### src/bfs_pkg.sv
// ----------------------------------------------------------------------------
// bfs_pkg
// Shared types and constants of the bit field store.
// ----------------------------------------------------------------------------
package bfs_pkg;

  localparam int BFS_WORD_COUNT_DEF = 1024;
  localparam int BFS_DATA_W         = 32;
  localparam int BFS_BIT_W          = 15;
  localparam int BFS_CNT_W          = 6;
  localparam int BFS_OFF_W          = 5;
  localparam int BFS_IDX_W          = BFS_BIT_W - BFS_OFF_W;
  localparam int BFS_RECIP_SH       = 20;

  localparam logic BFS_ACT_READ  = 1'b0;
  localparam logic BFS_ACT_WRITE = 1'b1;

  typedef struct packed {
    logic                  action;
    logic [BFS_OFF_W-1:0]  offset;
    logic [BFS_CNT_W-1:0]  count;
    logic [BFS_DATA_W-1:0] value;
  } bfs_op_t;

endpackage

### src/bfs_front.sv
// ----------------------------------------------------------------------------
// bfs_front
// Accepts transactions, clamps the field width and reduces the word index
// modulo the store depth in a two-stage reciprocal pipeline.
// ----------------------------------------------------------------------------
module bfs_front
  import bfs_pkg::*;
#(
  parameter int WORD_COUNT = BFS_WORD_COUNT_DEF,
  parameter int AW         = $clog2(WORD_COUNT)
) (
  input  logic                  clk,
  input  logic                  rst_n,
  input  logic                  in_valid,
  output logic                  in_ready,
  input  logic                  in_action,
  input  logic [BFS_BIT_W-1:0]  in_bit_start,
  input  logic [BFS_CNT_W-1:0]  in_bit_count,
  input  logic [BFS_DATA_W-1:0] in_write_value,
  output logic                  push_valid,
  input  logic                  push_ready,
  output bfs_op_t               push_op,
  output logic [AW-1:0]         push_idx
);

  localparam logic [BFS_RECIP_SH-1:0] RECIP =
    BFS_RECIP_SH'((2**BFS_RECIP_SH + WORD_COUNT - 1) / WORD_COUNT);
  localparam logic [16:0] WCONST = 17'(WORD_COUNT);

  logic                   s1_v_r;
  bfs_op_t                s1_op_r;
  logic [BFS_IDX_W-1:0]   s1_idx_r;
  logic                   s2_v_r;
  bfs_op_t                s2_op_r;
  logic [BFS_IDX_W-1:0]   s2_idx_r;
  logic [BFS_IDX_W-1:0]   s2_q_r;

  logic                   s2_adv;
  logic                   s1_adv;
  logic [BFS_CNT_W-1:0]   cnt_sat;
  logic [BFS_IDX_W+BFS_RECIP_SH-1:0] prod1;
  logic [BFS_IDX_W+16:0]  prod2;
  logic [BFS_IDX_W-1:0]   rem;

  assign s2_adv   = !s2_v_r || push_ready;
  assign s1_adv   = !s1_v_r || s2_adv;
  assign in_ready = s1_adv;

  assign cnt_sat = (in_bit_count > BFS_CNT_W'(BFS_DATA_W)) ? BFS_CNT_W'(BFS_DATA_W)
                                                           : in_bit_count;

  assign prod1 = s1_idx_r * RECIP;
  assign prod2 = s2_q_r * WCONST;
  assign rem   = s2_idx_r - prod2[BFS_IDX_W-1:0];

  assign push_valid = s2_v_r;
  assign push_op    = s2_op_r;
  assign push_idx   = AW'(rem);

  always_ff @(posedge clk) begin
    if (!rst_n) begin
      s1_v_r <= 1'b0;
      s2_v_r <= 1'b0;
    end else begin
      if (s1_adv) begin
        s1_v_r <= in_valid;
        if (in_valid) begin
          s1_op_r.action <= in_action;
          s1_op_r.offset <= in_bit_start[BFS_OFF_W-1:0];
          s1_op_r.count  <= cnt_sat;
          s1_op_r.value  <= in_write_value;
          s1_idx_r       <= in_bit_start[BFS_BIT_W-1:BFS_OFF_W];
        end
      end
      if (s2_adv) begin
        s2_v_r <= s1_v_r;
        if (s1_v_r) begin
          s2_op_r  <= s1_op_r;
          s2_idx_r <= s1_idx_r;
          s2_q_r   <= prod1[BFS_IDX_W+BFS_RECIP_SH-1:BFS_RECIP_SH];
        end
      end
    end
  end

endmodule

### config.mk
export PLATFORM = sky130hd
export DESIGN_NAME = bfs_front
export DESIGN_NICKNAME = d
export VERILOG_FILES = /design/src/bfs_pkg.sv /design/src/bfs_front.sv
export SDC_FILE = /design/constraint.sdc
export NUM_CORES = 1
export LEC_CHECK = 0
export ABC_CLOCK_PERIOD_IN_PS = 5200
export BUFFER_PORTS_ARGS = -buffer_cell sky130_fd_sc_hd__buf_2
export CAP_MARGIN = 20
export CELL_PAD_IN_SITES_DETAIL_PLACEMENT = 1
export CELL_PAD_IN_SITES_GLOBAL_PLACEMENT = 2
export CORE_MARGIN = 1.5
export CORE_UTILIZATION = 36
export CTS_CLUSTER_DIAMETER = 80
export DETAILED_ROUTE_END_ITERATION = 12
export PLACE_DENSITY_LB_ADDON = 0.1
export SKIP_LAST_GASP = 1
export SYNTH_ARGS = -nofsm -noshare
export SYNTH_HDL_FRONTEND = slang
export SYNTH_SLANG_ARGS = --single-unit
### constraint.sdc
create_clock -name clk -period 5.2 [get_ports clk]
set_clock_uncertainty 0.2 [all_clocks]
set_input_delay 0.52 -clock clk [delete_from_list [all_inputs] [get_ports clk]]
set_output_delay 0.52 -clock clk [all_outputs]
set_load 0.1 [all_outputs]
# Word level (Yosys, flattened, before mapping)
# Index checks and enable logic that the tools add are counted.
[word_totals]
inputBits = 58
regBits = 110
elab_cells = 19
out_inout_bits = 56
[classes]
n_reduce_logical = 6
magnitude_cmp = 1
[op_table]
columns = ["operator", "count"]
rows = [
  ["> comparator 6 bit, second input constant", 1],
  ["AND reduction 3 bit", 2],
  ["zero test 1 bit", 2],
  ["logical OR 1 bit", 2],
]

# Longest topological paths before layout
[logic_depth]
depth_word = 4
ltp_mapped = 2

# Worst setup path before layout
# Ideal clock, no wire load.
[synth_timing]
path_type = "register to register"
start = "register s2_v_r (netlist: push_valid)"
end = "register s1_idx_r[0], enable pin"
stages_incl_launch_ff = 3
period_less_slack_ps = 4270
slack_ps = 930
setup_ps = 483
arrival_time_ps = 3586
t_required_ps = 4517
cell_sequence = "dfxtp_1 nor2b_4 a21oi_1"
[synth_via]
elab_chain_len = 4
[synth_rtl]
columns = ["item", "line_no", "source"]
rows = [
  ["start, declared", "bfs_front.sv:33", "logic s2_v_r;"],
  ["start signal, assigned", "bfs_front.sv:76", "s2_v_r <= s1_v_r;"],
  ["zero test 1 bit", "bfs_front.sv:45", "assign s2_adv = !s2_v_r || push_ready;"],
  ["logical OR 1 bit", "bfs_front.sv:45", ""],
  ["logical OR 1 bit", "bfs_front.sv:46", "assign s1_adv = !s1_v_r || s2_adv;"],
  ["AND reduction 3 bit (no line)", "-", ""],
  ["end signal, assigned", "bfs_front.sv:72", "s1_idx_r <= in_bit_start[BFS_BIT_W-1:BFS_OFF_W];"],
  ["end, declared", "bfs_front.sv:32", "logic [BFS_IDX_W-1:0] s1_idx_r;"],
]
# No other way between the ends.
# A chain may end at the register's enable or synchronous reset.

# Worst setup path in the final report
[layout_timing]
start = "register s2_v_r (netlist: push_valid)"
end = "output in_ready"
[layout_via]
elab_chain_len = 3
[layout_rtl]
columns = ["item", "line_no", "source"]
rows = [
  ["zero test 1 bit", "bfs_front.sv:45", ""],
  ["logical OR 1 bit", "bfs_front.sv:45", ""],
  ["logical OR 1 bit", "bfs_front.sv:46", ""],
  ["end, declared", "bfs_front.sv:15", "output logic in_ready,"],
]
# No other way between the ends.

==> impl_metrics.yaml <==
final_layout:
  layout-drive-gt1-share_pct: 51.76
  design_area_um2: 4278
  fin_nets: 308
  n_antenna_cell: 0
  seqCellArea_um2: 3283
  multi_input_area_um2: 102.6
  fillers: 901
  areaGrowthSynthToFinish_pct: 26.91
critical_path:
  rr_worst_depth: 3
  crit_path_end_kind: "output port"
  r2r_slack_ns: 3.40
  critPathKind: "reg -> out"
  reg2reg_to: "push_op[8]"
  crit_arrival_ns: 1.32
  critPathTopFamily: "flip-flops"
  critical-path-max-stage-delay_ns: 0.36
  crit_buf_inv: 1
  r2r_start: "s1_v_r"
  cp_cell_sequence: "nor2b_4 > nand2_1 > buf_2"
  worst_path_max_delay_cell: "dfxtp_1"
  critPathMaxFanout: 4
  cp.required_ns: 4.48
  worst_setup_path_start_kind: "register"
logic_synthesis:
  ys_seq_area_share_pct: 97.40
  yosysTopAreaCell: "edfxtp_1"
  synthDominantCellAreaShare_pct: 96.21
  syn_area_um2: 3371
  synth.distinct_cells: 11
  ys.flop_type: "edfxtp_1"
  yosys-top-cells-area: "edfxtp_1, dfxtp_1, nor2b_1, nor2b_4, nand2_1"
  synth_most_common_cell: "edfxtp_1"
  ys_ff_latch: 110
  synthCells: 125
  async_flop_share_pct: 0
  synth_edf_count: 108
  yosys_warnings: 0
  syn_area_per_cell_um2: 26.97
  synth_nets: 183
  synthTopCellsByCount: "edfxtp_1, nor2b_1, nand2_1, dfxtp_1"
drt:
  routed-via-count: 1581
  drc: 0
  drt_pass1_iterations: 4
  drt_iter0_markers: 34
  wl_um: 5863
  postRouteAntennaNets: 0
  routedWlPerCell_um: 16.02
  vias_per_cell: 4.320
placement:
  detailed_place_hpwl_um: 3888
  port_buffers: 113
  placed_area_um2: 4105
  place_congestion: 0.6198
run:
  max_cap_viol_count: 0
timing:
  worst-slew-pin-transition_ns: 0.6979
  max_freq_mhz: 489.6
  finalHoldViolCount: 0
  rsz0062_at_grt: "no"
  finalCritPeriodShare_pct: 39.28
  min_period_ns: 2.043
  drv_slew: 0
  tns_ns: 0
  finalSetupViolations: 0
  max_slew_margin_pct: 53.47
power_and_ir_drop:
  p_per_area_nw_per_um2: 376.7
  peakVddDrop_mv: 0.1310
  cellLeakagePower_uw: 0.001588
global_routing:
  grt_pass1_vias: 1614
  antenna_found_initial: 0
  grt_overflow: 0
  gr-usage-all-layers_pct: 12.01
  grt_pass1_wl_um: 8528
  grt_max_degree: 55
clock_tree:
  hold_buffers: 0
  cts_buffers: 9
  cts_tree: "done"
  cts-resized-gates: 0
  clk_latency_ns: 0.35
  clockRootBuffer: "clkbuf_8"
  cts_sinks: 110
  h-tree-depth: 3
  clk_pin_slew_worst_paths_ns: 0.10
  clockBufferDepth: 2
  post_cts_buffers: 0
min_path:
  min_from: "in_bit_start[9]"
  worst_hold_path_type: "in -> reg"
  hold_depth: 1
  hold_path_end: "s1_idx_r[4]"
floorplan:
  die_y_um: 99.77
  die-area_um2: 9953
  start_util_pct: 36.83
  rows: 35
  pin_count: 114
  dieWidth_um: 99.77
  core-area_um2: 9153
outcome:
  status: "complete, no violations"
[worst reg2reg max path, cell delays in order (launching register included)]
cell and delay (ns):
dfxtp_1 0.42, nand2_1 0.14, nor2_4 0.09, buf_4 0.56
[final cells by class]
cell class / count / area share [%]
clock buffers: 9 / 2.896
clock inverters: 7 / 1.141
multi-input cells: 14 / 2.398
flip-flops and latches: 110 / 76.75
well taps: 111 / 3.247
repair buffers: 115 / 13.57
[logic make-up (layout without fill, tap and decap cells)]
family | Yosys count | after routing | synth area share [%]
flops | 110 | 110 | 97.40
compound gates | 3 | 3 | 0.5195
buf+inv | 1 | 131 | 0.1113
simple gates | 11 | 11 | 1.967
[through the flow]
stage / hold WS, ns / power, uW / util (%) / setup WS, ns / std cells
floorplan: 0.2003 / 1139 / - / 0.9303 / 125
global placement: 0.2009 / 1177 / 44.85 / 3.203 / 350
detailed placement: 0.2056 / 1181 / 44.85 / 3.149 / 350
CTS: 0.1128 / 1629 / 46.74 / 3.136 / 366
global route: 0.1075 / 1669 / 46.74 / 3.048 / 366
finish: 0.1345 / 1612 / 46.74 / 3.157 / 366
[power breakdown]
part	switching [uW]	total, uW	internal [uW]
registers	7.99	1020	1010
logic	115	141	26.0
clock network	279	454	175
[state kept, by name, indices dropped and copies added (netlist names)]
name        count
s2_idx_r       10
push_valid      1
s1_v_r          1
s1_idx_r       10
push_op        44
s1_op_r        44
[cell usage in the layout (no fill, tap or decap), drive strengths merged, types with 2 or more instances in the layout]
| cell type | n |
|---|---|
| buf | 115 |
| clkbuf | 9 |
| clkinv | 4 |
| clkinvlp | 2 |
| dfxtp | 2 |
| edfxtp | 108 |
| nand2 | 3 |
| nor2b | 6 |
[how the worst max path moves through the flow]
| stage | startpoint | endpoint | depth (start not counted) | slack [ns] |
|---|---|---|---|---|
| after global routing | push_valid | in_ready | 3 | 3.05 |
| after CTS | push_valid | in_ready | 3 | 3.14 |
| after global placement | rst_n | s1_op_r[5] | 4 | 3.20 |
| final | push_valid | in_ready | 3 | 3.16 |
| after detailed placement | rst_n | s1_op_r[17] | 4 | 3.15 |
| after floorplan | push_valid | s1_idx_r[0] | 2 | 0.93 |
[layer usage]
layer	vias to the layer above	global-route usage (%)	part of all wire [%]
met5	-	0	0
met4	0	6.826	1.4
met3	5	4.076	8.5
met2	67	19.10	49
met1	767	14.32	41
li1	742	-	-
(Power assumes the default switching activity.)
