## config.mk

```make
export PLATFORM = sky130hd
export DESIGN_NAME = bfs_queue
export DESIGN_NICKNAME = d
export VERILOG_FILES = /design/src/bfs_pkg.sv /design/src/bfs_queue.sv
export SDC_FILE = /design/constraint.sdc
export NUM_CORES = 1
export LEC_CHECK = 0
export ABC_AREA = 0
export BUFFER_PORTS_ARGS = -buffer_cell sky130_fd_sc_hd__buf_2
export CAP_MARGIN = 40
export CORE_MARGIN = 5
export CORE_UTILIZATION = 51
export DETAILED_ROUTE_END_ITERATION = 10
export PLACE_DENSITY_LB_ADDON = 0.2
export REMOVE_ABC_BUFFERS = 1
export SYNTH_ARGS = -nofsm -noshare
export SYNTH_HDL_FRONTEND = slang
export SYNTH_SLANG_ARGS = --single-unit
```

## constraint.sdc

```tcl
create_clock -name clk -period 4.31 [get_ports clk]
set_input_delay 0.6465 -clock clk [delete_from_list [all_inputs] [get_ports clk]]
set_output_delay 0.6465 -clock clk [all_outputs]
set_load 0.005 [all_outputs]
```

## src/bfs_pkg.sv

```systemverilog
// ----------------------------------------------------------------------------
// bfs_pkg
// Shared types and constants of the bit field store.
// ----------------------------------------------------------------------------
package bfs_pkg;

  localparam int BFS_WORD_COUNT_DEF = 1024;
  localparam int BFS_DATA_W         = 32;
  localparam int BFS_BIT_W          = 15;
  localparam int BFS_CNT_W          = 6;
  localparam int BFS_OFF_W          = 5;
  localparam int BFS_IDX_W          = BFS_BIT_W - BFS_OFF_W;
  localparam int BFS_RECIP_SH       = 20;

  localparam logic BFS_ACT_READ  = 1'b0;
  localparam logic BFS_ACT_WRITE = 1'b1;

  typedef struct packed {
    logic                  action;
    logic [BFS_OFF_W-1:0]  offset;
    logic [BFS_CNT_W-1:0]  count;
    logic [BFS_DATA_W-1:0] value;
  } bfs_op_t;

endpackage

```

## src/bfs_queue.sv

```systemverilog
// ----------------------------------------------------------------------------
// bfs_queue
// Two-entry queue between the front and the back part.
// ----------------------------------------------------------------------------
module bfs_queue
  import bfs_pkg::*;
#(
  parameter int AW = $clog2(BFS_WORD_COUNT_DEF)
) (
  input  logic          clk,
  input  logic          rst_n,
  input  logic          push_valid,
  output logic          push_ready,
  input  bfs_op_t       push_op,
  input  logic [AW-1:0] push_idx,
  output logic          pop_valid,
  input  logic          pop_ready,
  output bfs_op_t       pop_op,
  output logic [AW-1:0] pop_idx
);

  bfs_op_t       ent_op_r  [2];
  logic [AW-1:0] ent_idx_r [2];
  logic          wr_ptr_r;
  logic          rd_ptr_r;
  logic [1:0]    cnt_r;
  logic          do_push;
  logic          do_pop;

  assign push_ready = (cnt_r != 2'd2);
  assign pop_valid  = (cnt_r != 2'd0);
  assign pop_op     = ent_op_r[rd_ptr_r];
  assign pop_idx    = ent_idx_r[rd_ptr_r];
  assign do_push    = push_valid && push_ready;
  assign do_pop     = pop_valid && pop_ready;

  always_ff @(posedge clk) begin
    if (!rst_n) begin
      wr_ptr_r <= 1'b0;
      rd_ptr_r <= 1'b0;
      cnt_r    <= 2'd0;
    end else begin
      if (do_push) begin
        ent_op_r[wr_ptr_r]  <= push_op;
        ent_idx_r[wr_ptr_r] <= push_idx;
        wr_ptr_r            <= !wr_ptr_r;
      end
      if (do_pop) begin
        rd_ptr_r <= !rd_ptr_r;
      end
      if (do_push && !do_pop) begin
        cnt_r <= cnt_r + 2'd1;
      end else if (do_pop && !do_push) begin
        cnt_r <= cnt_r - 2'd1;
      end
    end
  end

endmodule

```

# After elaboration in Yosys (flattened, before gate mapping)
# Memory sizes are Yosys's and may differ from the RTL's. A register that Yosys moved wholly into a read port is not among the register bits.
# Index checks and enable logic that the tools add are counted.
[word_totals]
word_cells = 27
input_bits = 58
reg_bits = 4
ram_bits = 108
n_memories = 2
[mem_list]
columns = ["name", "words", "width", "rd", "rd_ports_with_merged_regs", "write_ports", "line", "source"]
rows = [
  ["ent_op_r", 2, 44, 1, 1, 1, "bfs_queue.sv:22", "bfs_op_t ent_op_r [2];"],
  ["ent_idx_r", 2, 10, 1, 1, 1, "bfs_queue.sv:23", "logic [AW-1:0] ent_idx_r [2];"],
]
[op_classes]
n_eq_ne = 1
reduce_logical = 10
muxes = 9
n_addsub = 2
[ops]
columns = ["cell", "count"]
rows = [
  ["1-bit two-way mux", 7],
  ["1-bit logical AND", 4],
  ["1-bit logical NOT", 4],
  ["2-bit two-way mux", 2],
  ["2-bit nonzero test", 2],
  ["2-bit by 1-bit adder with 2-bit output, second input constant", 1],
  ["2-bit inequality test, second input constant", 1],
  ["2-bit by 1-bit subtractor with 2-bit output, second input constant", 1],
]

# Longest topological paths before layout
# Gate-level depths: netlist of the first run.
[logic_depth]
ltp_word = 6
mapped_depth = 6
ltp_nobuf = 6

# Least setup slack after synthesis of the first run
# Ideal clock, no wire load.
[synth_timing]
path_kind = "input to register"
startpoint = "input rst_n"
endpoint = "memory ent_idx_r[0][0] (netlist bit) (enable)"
t_required_ns = 3.844
setup_time_ns = 0.466
arrival_ns = 2.984
path_slack_ns = 0.860
stages = 2
path_cell_list = "nand3_1 > nor2_1"
[synth_via]
elab_chain_len = 2
[synth_lines]
columns = ["item", "line", "source"]
rows = [
  ["from (decl)", "bfs_queue.sv:11", "input logic rst_n,"],
  ["1-bit two-way mux", "bfs_queue.sv:38", "if (!rst_n) begin"],
  ["1-bit two-way mux (implied by the code)", "bfs_queue.sv:45", "ent_idx_r[wr_ptr_r] <= push_idx;"],
  ["to (decl)", "bfs_queue.sv:23", ""],
]
# No other way between the ends.

==> results of run 1 <==
## cell usage in the layout, fill, tap and decap left out
cell and instances:
dfxtp_1 4, xor2_1 1, a21boi_1 2, clkbuf_8 6, nor2_1 1, ha_1 1, nand3_1 1, buf_4 3
or2_2 1, nor2b_1 1, bufinv_16 2, nor2_4 1, or3_1 2, xnor2_1 2, edfxtp_1 108, o21ai_0 2
buf_2 113, and2_1 3, clkbuf_1 4, inv_1 2, clkbuf_16 16, dfxtp_2 1, clkinv_2 4, mux2_2 54
o21ai_1 1, and3_2 1
## cell type report
class,instances,share of cell area
tap,102,0.0237
sequential,113,0.620
clock buffer,26,0.0923
multi-input combinational,74,0.139
inverter,2,0.00139
clock inverter,6,0.0148
timing repair buffer,116,0.109
## cells by family (layout without fill, tap and decap cells)
| group | after synthesis | in the layout |
|---|---|---|
| adders and majority gates | 1 | 1 |
| AOI/OAI and AO/OA | 5 | 5 |
| xor gates and xnor gates | 3 | 3 |
| buffers and inverters | 8 | 150 |
| DFF | 113 | 113 |
| muxes | 54 | 54 |
| and+or+nand+nor | 11 | 11 |
## per-layer routing
metal  up-vias  share of wire
li1       1025              -
met1      1093           0.37
met2        71           0.54
met3        10          0.069
met4         0          0.012
met5         -              0
## critical path, cell delays in order (launching register included)
cell	delay (ns)
dfxtp_2	0.77
buf_4	0.44
mux2_2	0.40
buf_2	0.13
## worst max-delay path by stage
stage	from	to	slack [ns]
after floorplan	rst_n	ent_idx_r[0][0]	0.86
after global placement	flop	pop_op[22]	1.87
after detailed placement	flop	pop_op[22]	1.87
after CTS	flop	pop_op[22]	1.32
after global routing	flop	pop_op[34]	1.26
final	flop	pop_op[22]	1.40
## sequential cells by signal (all words and copies together), names as in the netlist, named ones only
register / count
ent_op_r: 88
wr_ptr_r: 1
ent_idx_r: 20
rd_ptr_r: 1
cnt_r: 2
## power groups by stage
stage | sequential [mW] | combinational [mW] | clock [mW]
floorplan | 1.40 | 0.301 | 0
global route | 1.39 | 0.591 | 1.42
global placement | 1.40 | 0.540 | 0
finish | 1.38 | 0.540 | 1.32
detailed placement | 1.40 | 0.550 | 0
CTS | 1.38 | 0.555 | 1.35
## stage by stage
| step | setup WS, ns | utilization | cell area (um^2) | total power [mW] | hold slack, ns |
|---|---|---|---|---|---|
| after CTS | 1.32 | 0.691 | 5390 | 3.29 | 0.294 |
| final | 1.40 | 0.691 | 5390 | 3.24 | 0.323 |
| after global placement | 1.87 | 0.617 | 4820 | 1.94 | 0.498 |
| after global routing | 1.26 | 0.691 | 5390 | 3.40 | 0.292 |
| after detailed placement | 1.87 | 0.617 | 4820 | 1.95 | 0.539 |
| after floorplan | 0.860 | - | 4090 | 1.71 | 0.466 |
==> impl_metrics.ini, run 1 <==
[run_status]
outcome = finished, final reports clean

[sta]
relSlewSlack = 0.521
setup-tns-final_ns = 0
worstMarginPinSlew_ns = 0.719
drv_slew = 0
rsz0062_at_grt = no
hold_violations = 0
period_minus_slack_ns = 2.91
clock-skew-final_ns = 0.00708
finalSetupViolations = 0
fmax_mhz = 343
timing.final.crit_share = 0.676

[floorplanning]
ios = 114
core_um2 = 7810
die-area_um2 = 9990
num_rows = 32
chipHeight_um = 100
start_util = 0.529
die_width_um = 100

[global_route]
grt_pass1_vias = 2379
busiest_layer = met2
grt_usage = 0.161
grt_start_max_net_pins = 55
met2_usage = 0.277
antenna_found_initial = 0
grt_util_met1 = 0.176
globalRouteMet3Util = 0.0695
grt-ovfl-total = 0
grt_pass1_wl_um = 11900

[pwr]
swShare = 0.226
power_frac_seq = 0.425
leakage_nw = 2.04
irDropWorstVdd_mv = 0.370
clkPwrFrac = 0.408
power.internal_mw = 2.51
p_per_area_nw_per_um2 = 601
comb_power_share = 0.167
p_sw_mw = 0.733

[layout]
final_cells = 439
fillers = 562
area_delta_synth_final_pct = 30.7
multiInputGateArea_um2 = 748
seqCellArea_um2 = 3340
final_net_count = 383
n_antenna_cell = 0
layout-drive-gt1-share = 0.599

[clock_tree]
clockRootBuffer = clkbuf_8
cts_tree = done
postCtsSetupRepairBufs = 0
clk_latency_ns = 0.50
path_clk_slew_ns = 0.05
cts_buffers = 17
clockBufferDepth = 2
htree_levels = 4
cts.sinks = 113
postCtsResizedCells = 0
ctsHoldBuffers = 0

[synth]
yosysWarnings = 0
async_reset_ff_frac = 0
synthMuxAreaShare = 0.147
yosys.area.top_type = edfxtp_1
synth_xor_area_frac = 0.00637
synth.distinct_cells = 19
seq_area_frac_synth = 0.810
synthAdderAreaFrac = 0.00303
synthTopCellsByArea = edfxtp_1 79%, mux2_2 15%, dfxtp_1 2.4%
synth_edf_count = 108
netlist.area_leader.share = 0.786
synth_seq_cells = 113
syn_inst = 195
synth_area_per_cell_um2 = 21.2
synthTopCellsByCount = 108 x edfxtp_1, 54 x mux2_2, 5 x dfxtp_1
synth_most_common_cell = edfxtp_1
synth_top_family_by_area = multiplexers
synth_compound_area_frac = 0.00727
synth_area_um2 = 4130
ys.flop_type = edfxtp_1
synthSimpleGateAreaFrac = 0.0152

[hold_path]
hold_path_depth = 1
whs_endpoint = ent_op_r[1][35]
hp-start = push_op[35]
worstHoldPathType = in -> reg

[critical_path]
start_kind = flop
crit_arrival_ns = 2.27
end_kind = primary output
path_max_fanout = 30
crit_required_ns = 3.66
r2r_end = ent_idx_r[1][3]
r2r_setup_slack_ns = 2.50
reg2reg_from = cnt_r[0]
reg2reg_depth = 4
worstSetupPathType = reg -> out

[route]
drt_iter0_drc = 108
num_vias = 2199
remaining_drc_errors = 0
drt_first_pass_iters = 4
avgRoutedWirePerCell_um = 17.2
antenna_left = 0
drt-total-wl_um = 7540
via_per_inst = 5.01

[placed_design]
port-buffer-count = 113
hpwl_um = 4860
placed_cells = 407
place_congestion = 0.726

[run]
max_cap_violations = 0
Note: power is estimated with default switching activity, not from simulation.
==> run 2: changes to the inputs <==
Settings changed: ABC_AREA 0 to 1, CORE_UTILIZATION 51 to 52.
Clock period 4.31 ns to 2.7 ns, I/O delays scaled along.
==> run 2 against run 1 <==
Compared with the run above:
- hold slack worse by 0.23 ns
- critical path depth unchanged
- register-to-register slack worse by 1.6 ns
- clock skew about the same
- core utilization down 0.30 points
- synthesized area up 6.5%
- via count up 1.2%
- sequential cell count unchanged
- global-route usage down 0.93 points
- wire length about the same
- largest cell class unchanged
==> impl_metrics.ini, run 2 <==
[sta]
fmax_mhz = 440
worstMarginPinSlew_ns = 0.599
timing.final.crit_share = 0.842
holdWs_ns = 0.0971
finalSetupViolations = 0
clock-skew-final_ns = 0.00707
relSlewSlack = 0.600
drv_slew = 0
setup-tns-final_ns = 0
period_minus_slack_ns = 2.27
rsz0062_at_grt = no
setup_ws_ns = 0.427
hold_violations = 0

[route]
via_per_inst = 4.89
drt_first_pass_iters = 4
avgRoutedWirePerCell_um = 16.6
drt-total-wl_um = 7530
antenna_left = 0
num_vias = 2225
drt_iter0_drc = 85
remaining_drc_errors = 0

[layout]
reg_top3 = ent_op_r x88, ent_idx_r x20, cnt_r x2
max_flop_register = ent_op_r
final_cells = 455
final_common_cell = buf_2
design_area_um2 = 5650
final_cell_mix = 113 x buf_2, 108 x edfxtp_1, 50 x mux2_4
final_net_count = 396
n_antenna_cell = 0
final_util = 0.688
largest_reg_flops = 88
area_delta_synth_final_pct = 28.5
layout-drive-gt1-share = 0.586

[run_status]
outcome = finished, final reports clean

[clock_tree]
cts.sinks = 113
clk_latency_ns = 0.50
clockBufferDepth = 2
clockRootBuffer = clkbuf_8
cts_tree = done
ctsHoldBuffers = 0
path_clk_slew_ns = 0.05
cts_buffers = 17
htree_levels = 4
postCtsSetupRepairBufs = 0
postCtsResizedCells = 0

[critical_path]
start_kind = flop
worstSetupPathType = reg -> out
reg2reg_depth = 7
r2r_setup_slack_ns = 0.94
r2r_end = ent_op_r[0][41]
cpPeakStageDelay_ns = 0.63
crit_required_ns = 2.30
reg2reg_from = cnt_r[0]
crit_path_end = pop_idx[5]
end_kind = primary output
crit_chain = buf_4 > mux2_4 > buf_2
crit_slowest_cell = dfxtp_4
crit_arrival_ns = 1.87
path_max_fanout = 25

[floorplanning]
start_util = 0.535
chipHeight_um = 102
num_rows = 33
die-area_um2 = 10400
die_width_um = 102
core_um2 = 8220
ios = 114

[synth]
seq_area_frac_synth = 0.760
synthAdderAreaFrac = 0.00284
synthTopCellsByArea = edfxtp_1 74%, mux2_4 17%, buf_12 2.3%
yosys.area.top_type = edfxtp_1
synthTopCellsByCount = 108 x edfxtp_1, 50 x mux2_4, 10 x nand2_1, 7 x inv_1
synth_compound_area_frac = 0.00512
synth_most_common_cell = edfxtp_1
async_reset_ff_frac = 0
yosysWarnings = 0
synthSimpleGateAreaFrac = 0.0179
synthMuxAreaShare = 0.181
netlist.area_leader.share = 0.737
synth_edf_count = 108
synth_xor_area_frac = 0
synth_seq_cells = 113
ys.flop_type = edfxtp_1
synth_area_um2 = 4400
synth_top_family_by_area = multiplexers
syn_inst = 206
synth.distinct_cells = 18
synth_area_per_cell_um2 = 21.3

[run]
max_cap_violations = 0

[global_route]
grt_pass1_wl_um = 11400
grt_usage = 0.152
antenna_found_initial = 0
grt-ovfl-total = 0
grt_start_max_net_pins = 45
grt_pass1_vias = 2330

[placed_design]
port-buffer-count = 113
place_worst_setup_slack_ns = 0.900
hpwl_um = 5080
place_congestion = 0.717
place_area_um2 = 5060
placed_cells = 423

[hold_path]
worstHoldPathType = in -> reg

[pwr]
leakage_nw = 2.26
p_per_area_nw_per_um2 = 936
p_total_mw = 5.29
irDropWorstVdd_mv = 0.569
run 2: worst min path at each step:
stage	start	to	slack, ns	cells past startpoint
finish	push_op[1]	ent_op_r[0][1]	0.1	1
global route	push_op[39]	ent_op_r[0][39]	0.07	1
CTS	push_idx[9]	ent_idx_r[0][9]	0.07	1
detailed placement	wr_ptr_r	wr_ptr_r	0.47	2
global placement	wr_ptr_r	wr_ptr_r	0.45	2
floorplan	wr_ptr_r	wr_ptr_r	0.44	2
run 2: power by group:
group,switching [mW],internal [mW]
logic,0.397,0.531
registers,0.0979,2.10
clock network,0.689,1.48
total,1.18,4.11
run 2: cell type report:
cell class	count	area [um^2]
fill	546	2560
tap	105	131
clock buffer	19	422
inverter	9	33.8
multi-input combinational	78	922
timing repair buffer	118	628
sequential	113	3350
clock inverter	13	168
run 2: critical path, delay by kind of cell, from the launching register on:
| family | cells | cell delay, ns |
|---|---|---|
| flip-flops | 1 | 0.63 |
| multiplexers | 1 | 0.32 |
| buffers and inverters | 2 | 0.42 |
run 2: layer usage:
layer  track usage  share of wire  vias up
met2         0.255           0.52       72
li1              -              -     1056
met4        0.0636          0.011        0
met5             0              0        -
met1         0.170           0.39     1091
met3        0.0635          0.078        6
run 2: cell families after synthesis:
| logic type | count (synthesis) |
|---|---|
| AOI/OAI and AO/OA | 4 |
| adders and majority gates | 1 |
| buffers and inverters | 15 |
| DFF | 113 |
| muxes | 54 |
| and+or+nand+nor | 19 |
